<file path="config.mk">
export PLATFORM = sky130hd
export DESIGN_NAME = rkc_tap_cell
export DESIGN_NICKNAME = d
export VERILOG_FILES = /design/src/rkc_pkg.sv /design/src/rkc_tap_cell.sv
export SDC_FILE = /design/constraint.sdc
export NUM_CORES = 2
export LEC_CHECK = 0
export BUFFER_PORTS_ARGS = -buffer_cell sky130_fd_sc_hd__buf_2
export CAP_MARGIN = 20
export CORE_UTILIZATION = 60
export CTS_CLUSTER_DIAMETER = 50
export DETAILED_ROUTE_END_ITERATION = 8
export PLACE_DENSITY_LB_ADDON = 0.05
export SYNTH_ARGS = -nofsm -noshare
export SYNTH_HDL_FRONTEND = slang
export SYNTH_SLANG_ARGS = --single-unit
</file>
<file path="constraint.sdc">
create_clock -name clock -period 7.4 [get_ports clock]
set_input_delay 0.37 -clock clock [delete_from_list [all_inputs] [get_ports clock]]
set_output_delay 0.37 -clock clock [all_outputs]
set_load 0.01 [all_outputs]
</file>
<file path="src/rkc_pkg.sv">
`timescale 1ns / 1ps

package rkc_pkg;

   localparam int PIX_W          = 8;
   localparam int CHANNELS       = 3;
   localparam int PROD_W         = 17;
   localparam int SUM_W          = 21;
   localparam int COEF_COUNT     = 25;
   localparam int COEF_TABLE_W   = COEF_COUNT * PIX_W;
   localparam int CSR_IDX_W      = 3;
   localparam int CSR_DATA_W     = 64;
   localparam int CFG_DIM_W      = 11;
   localparam int PIX_MAX        = 255;

   localparam int MAX_WIDTH_DEF  = 1024;
   localparam int MAX_HEIGHT_DEF = 1024;
   localparam int MAX_KERNEL_DEF = 5;

   localparam logic [CSR_IDX_W-1:0] CSR_IMAGE_WIDTH   = 3'd0;
   localparam logic [CSR_IDX_W-1:0] CSR_IMAGE_HEIGHT  = 3'd1;
   localparam logic [CSR_IDX_W-1:0] CSR_KERNEL_RADIUS = 3'd2;
   localparam logic [CSR_IDX_W-1:0] CSR_SCALE_SHIFT   = 3'd3;
   localparam logic [CSR_IDX_W-1:0] CSR_COEF_WORD_0   = 3'd4;
   localparam logic [CSR_IDX_W-1:0] CSR_COEF_WORD_1   = 3'd5;
   localparam logic [CSR_IDX_W-1:0] CSR_COEF_WORD_2   = 3'd6;
   localparam logic [CSR_IDX_W-1:0] CSR_COEF_WORD_3   = 3'd7;

   localparam logic CMD_PIXEL = 1'b0;
   localparam logic CMD_DRAIN = 1'b1;

   typedef logic [CHANNELS*PIX_W-1:0] pixel_type;

   function automatic logic signed [PIX_W-1:0] coef_at(input logic [COEF_TABLE_W-1:0] tbl,
                                                       input int idx);
      logic signed [PIX_W-1:0] c;
      c = '0;
      if (idx >= 0 && idx < COEF_COUNT) begin
         c = $signed(tbl[idx*PIX_W +: PIX_W]);
      end
      return c;
   endfunction

endpackage

</file>
<file path="src/rkc_tap_cell.sv">
`timescale 1ns / 1ps

module rkc_tap_cell #(
   parameter int K = rkc_pkg::MAX_KERNEL_DEF
) (
   input  logic                              clock,
   input  logic                              en,
   input  logic                              shift_en,
   input  rkc_pkg::pixel_type                new_pix,
   input  logic                              row_ok,
   input  logic [K-1:0]                      col_ok,
   input  logic [K*rkc_pkg::PIX_W-1:0]       coef_row,
   output logic signed [rkc_pkg::SUM_W-1:0]  row_sum [rkc_pkg::CHANNELS]
);

   localparam int PW = rkc_pkg::PROD_W;
   localparam int SW = rkc_pkg::SUM_W;
   localparam int NC = rkc_pkg::CHANNELS;
   localparam int BW = rkc_pkg::PIX_W;

   rkc_pkg::pixel_type     win_ff [K];
   logic signed [PW-1:0]   prod_ff [K][NC];
   logic signed [PW-1:0]   prod_in [K][NC];
   logic signed [SW-1:0]   sum_ff [NC];
   logic signed [SW-1:0]   sum_in [NC];

   always_comb begin
      logic signed [PW-1:0] px;
      logic signed [PW-1:0] cf;
      for (int b = 0; b < K; b++) begin
         for (int c = 0; c < NC; c++) begin
            px = PW'($signed({1'b0, win_ff[b][BW*c +: BW]}));
            cf = PW'($signed(coef_row[BW*b +: BW]));
            if (row_ok && col_ok[b]) begin
               prod_in[b][c] = px * cf;
            end else begin
               prod_in[b][c] = '0;
            end
         end
      end
      for (int c = 0; c < NC; c++) begin
         sum_in[c] = '0;
         for (int b = 0; b < K; b++) begin
            sum_in[c] = sum_in[c] + SW'(prod_ff[b][c]);
         end
      end
   end

   always_ff @(posedge clock) begin
      if (shift_en) begin
         for (int b = 0; b < K - 1; b++) begin
            win_ff[b] <= win_ff[b+1];
         end
         win_ff[K-1] <= new_pix;
      end
      if (en) begin
         prod_ff <= prod_in;
         sum_ff  <= sum_in;
      end
   end

   assign row_sum = sum_ff;

endmodule

</file>
; Word-level counts from Yosys, hierarchy flattened
; Memory sizes are Yosys's and may differ from the RTL's.
; Cells that the tools add are included.
[word_totals]
ram_bits = 120
ff_bits = 318
in_bits = 73
mem_count = 1
output_inout_bits = 63
[classes]
addsub = 12
muxes = 2
reduce_logical = 5
mul = 15
[mem_list]
columns = name, words, word_bits, read_ports, rd_clocked_by_memory_dff, wr, line
row1 = win_ff, 5, 24, 5, 0, 5, rkc_tap_cell.sv:21  ; rkc_pkg::pixel_type win_ff [K];
[op_table]
columns = cell, count
row1 = 9-bit by 8-bit multiplier with 17-bit output, 15
row2 = 20-bit by 17-bit adder with 21-bit output, 3
row3 = 19-bit by 17-bit adder with 20-bit output, 3
row4 = 18-bit by 17-bit adder with 19-bit output, 3
row5 = 17-bit by 17-bit adder with 18-bit output, 3
row6 = 1-bit logical AND, 5
row7 = 1-bit two-way mux, 2

; Longest topological paths before layout
[depth]
word_depth = 4
depth_mapped = 20
depth_no_buf = 19

; Worst setup path before layout
; OpenSTA, ideal clock, no wires.
[synth_path]
path_type = input port to flip-flop
startpoint = input coef_row[7] (netlist bit)
endpoint = register prod_ff[237] (netlist bit), data pin
t_arrival_ns = 4.373
setup_slack_ns = 2.768
cell_stages = 16
path_cell_list = inv_1 > buf_1 > fa_1 > fa_1 > inv_1 > fa_1 > inv_1 > fa_1 > inv_1 > ha_1 > a21o_1 > a21oi_1 > o21ai_0 > a41oi_1 > nor3b_1 > a211o_1
[synth_via]
elab_chain_len = 1
[synth_rtl]
columns = element, line
row1 = "start, declared", rkc_tap_cell.sv:12  ; input logic [K*rkc_pkg::PIX_W-1:0] coef_row,
row2 = 9-bit by 8-bit multiplier with 17-bit output, rkc_tap_cell.sv:35  ; prod_in[b][c] = px * cf;
row3 = "end signal, assigned", rkc_tap_cell.sv:57  ; prod_ff <= prod_in;
row4 = "end, declared", rkc_tap_cell.sv:22  ; logic signed [PW-1:0] prod_ff [K][NC];
; Every way passes these cells.
; A chain may end at the register's enable or synchronous reset.

==> results.ini <==
[run_status]
status = finished, final reports clean

[logic_synthesis]
syn_area_um2 = 54700
synth_area_leaders = fa_1 26%, edfxtp_1 24%, ha_1 16%
synth_common_cells = 1,268 x inv_1, 714 x fa_1, 708 x ha_1, 623 x and2_1, 438 x edfxtp_1
synth_edf_count = 438
yosysTopAreaCell = fa_1
synth_top_area_share_pct = 26.2
yosysWarnings = 0
synth-seq-cells = 438
async_reset_ff_share_pct = 0
synth_ff_type = edfxtp_1
synth_cell_types = 64
ys_seq_area_share_pct = 24.1
syn_area_per_cell_um2 = 9.96
synth.most_common_cell = inv_1
syn_nets = 6982
syn_inst = 5487

[sta]
worst_slew_pin_slew_ns = 0.954
layout_min_cycle_time_ns = 4.95
post-route-period-util_pct = 66.9
setup_violations = 0
hold_ws_ns = 0.159
fmax_mhz = 202
finalClockSkew_ns = 0.0275
finalMaxSlewViolations = 0
slew_headroom_pct = 36.3
rsz0062_at_grt = no
setup_tns_ns = 0
setup_ws_ns = 2.45
hold_viol = 0

[die]
die-width_um = 304
die_y_um = 304
core-area_um2 = 90100
io_pins = 136
fp.dieArea_um2 = 92300
start_util_pct = 60.6
rows = 110

[placement]
dp_worst_setup_slack_ns = 1.82
place_hpwl_um = 104000
io_buffers = 135
routabilityCongestion = 0.896

[finish]
syn2layout_area_growth_pct = 8.37
drive_gt1_share_pct = 5.51
nNetsFinal = 7117
nFillCells = 7340
layout.core_utilization_pct = 65.7

[routing]
antenna_left = 0
route.vias.total = 37800
drc = 0
finalWirelength_um = 132000
drtIter0Drc = 2311
first_pass_iters = 5
avgViaCountPerCell = 5.51
wl_per_cell_um = 19.2

[worst_setup_path]
worst-path-max-fanout = 8
cp.arrival_ns = 5.33
cp-end-kind = register
startpoint_type = register
path_class = reg -> reg
crit_required_ns = 7.78

[clock_network]
tritoncts = built
ctsResizeCount = 0
cts-root-buf = clkbuf_16
cts_sinks = 438
insertion_delay_ns = 0.66
post_cts_buffers = 0
numCtsBuffers = 76
htree_levels = 3
path_clk_slew_ns = 0.06
cts.path.max_buffers = 3

[power]
power.leakage_nw = 29.5
total_power_mw = 21.4
pwr-share-comb_pct = 64.9
p_int_mw = 11.5
switchingPower_mw = 9.86
ir_worst_vdd_mv = 0.429
swShare_pct = 46.1
p_clk_share_pct = 16.1
seqPwrFrac_pct = 19.0
power_density_nw_per_um2 = 361

[global_routing]
grt_max_degree = 132
grt_pass1_wl_um = 213000
grt.overflow.total = 0
grt.total_usage_pct = 29.8
grt_pass1_vias = 38900
antenna_found_initial = 7

[worst_hold_path]
min_path_type = in -> reg

[flow_run]
timing.max_cap.violations = 0

routing by layer:
metal / vias to the layer above / part of all wire, % / track usage [%]
li1: 17700 / - / -
met1: 18900 / 45 / 41.5
met2: 978 / 46 / 48.2
met3: 193 / 6.3 / 4.74
met4: 6 / 2.7 / 8.82
met5: - / 0.028 / 0
worst max-delay path: stages (launching register included):
cell and delay [ns]:
edfxtp_1 0.52, and2_1 0.25, fa_1 0.54, inv_1 0.06
fa_1 0.55, fa_1 0.45, fa_1 0.51, inv_1 0.05
ha_1 0.36, o21ai_0 0.15, a21boi_0 0.16, o21ai_0 0.43
a21oi_1 0.15, xnor2_1 0.15, nor2_1 0.39
stage by stage:
| step | instances | instance area [um^2] |
|---|---|---|
| 2_1_floorplan | 5487 | 54700 |
| 6_report | 6862 | 59200 |
| 3_3_place_gp | 6695 | 56500 |
| 4_1_cts | 6859 | 59200 |
| 5_1_grt | 6859 | 59200 |
| 3_5_place_dp | 6695 | 56500 |
final timing paths:
path           startpoint            to  slack (ns)  cells past startpoint
max          win_ff[0][5]  prod_ff[250]        2.45                     14
min                    en   row_sum[41]        0.16                      1
max reg2reg  win_ff[0][5]  prod_ff[250]        2.45                     14
min reg2reg  prod_ff[221]   row_sum[21]        0.55                      1
power by group through the flow:
stage | Clock, mW | Sequential, mW | Combinational [mW]
final | 3.45 | 4.06 | 13.9
after global routing | 3.60 | 4.10 | 15.8
after CTS | 3.51 | 4.06 | 13.9
after detailed placement | 0 | 4.10 | 13.8
after global placement | 0 | 4.10 | 13.5
after floorplan | 0 | 4.04 | 10.3
cell type report:
cell class	instances	area, um^2	area share [%]
well taps	1176	1470	2.48
multi-input cells	3664	36300	61.3
flip-flops and latches	438	13200	22.2
inverters	1269	4760	8.04
diodes	3	7.51	0.0127
clock inverters	59	556	0.938
clock buffers	80	1920	3.24
repair buffers	173	1060	1.79
what timing repair did:
| action | 4_1_cts | 5_1_grt |
|---|---|---|
| setup endpoints to repair | 0 | 0 |
| endpoints found under the hold margin | 31 | 0 |
| hold buffers | 25 | 0 |
kinds of logic (layout without fill, tap and decap cells):
group           Yosys count  after routing  synth area share [%]
fa+ha+maj              1422           1422                  42.4
simple gates           1599           1599                  15.6
mux                      10             10                 0.183
other cells               0              3                     0
compound gates          489            489                  5.96
flops                   438            438                  24.1
buf+inv                1385           1581                  9.51
xor+xnor                144            144                  2.31
registers in the layout (all words and copies together), names as in the netlist:
| name | flops |
|---|---|
| row_sum | 63 |
| win_ff | 120 |
| prod_ff | 255 |
placed cells by master, fill, tap and decap left out, drive strengths merged, types with 8 or more instances in the layout:
cell type,n
a2111oi,10
a211o,9
a211oi,19
a21boi,8
a21o,67
a21oi,161
a31oi,14
and2,623
and3,95
buf,148
clkbuf,80
clkinv,28
dlygate4sd3,25
edfxtp,438
fa,714
ha,708
inv,1292
mux2i,10
nand2,308
nand2b,80
nand3,45
nand4,15
nor2,240
nor2b,40
nor3,83
nor3b,16
nor4,10
o211ai,17
o21a,29
o21ai,89
o31ai,14
o41ai,9
or2,12
or3,17
xnor2,78
xor2,66
Power figures use the tool's default switching activity.
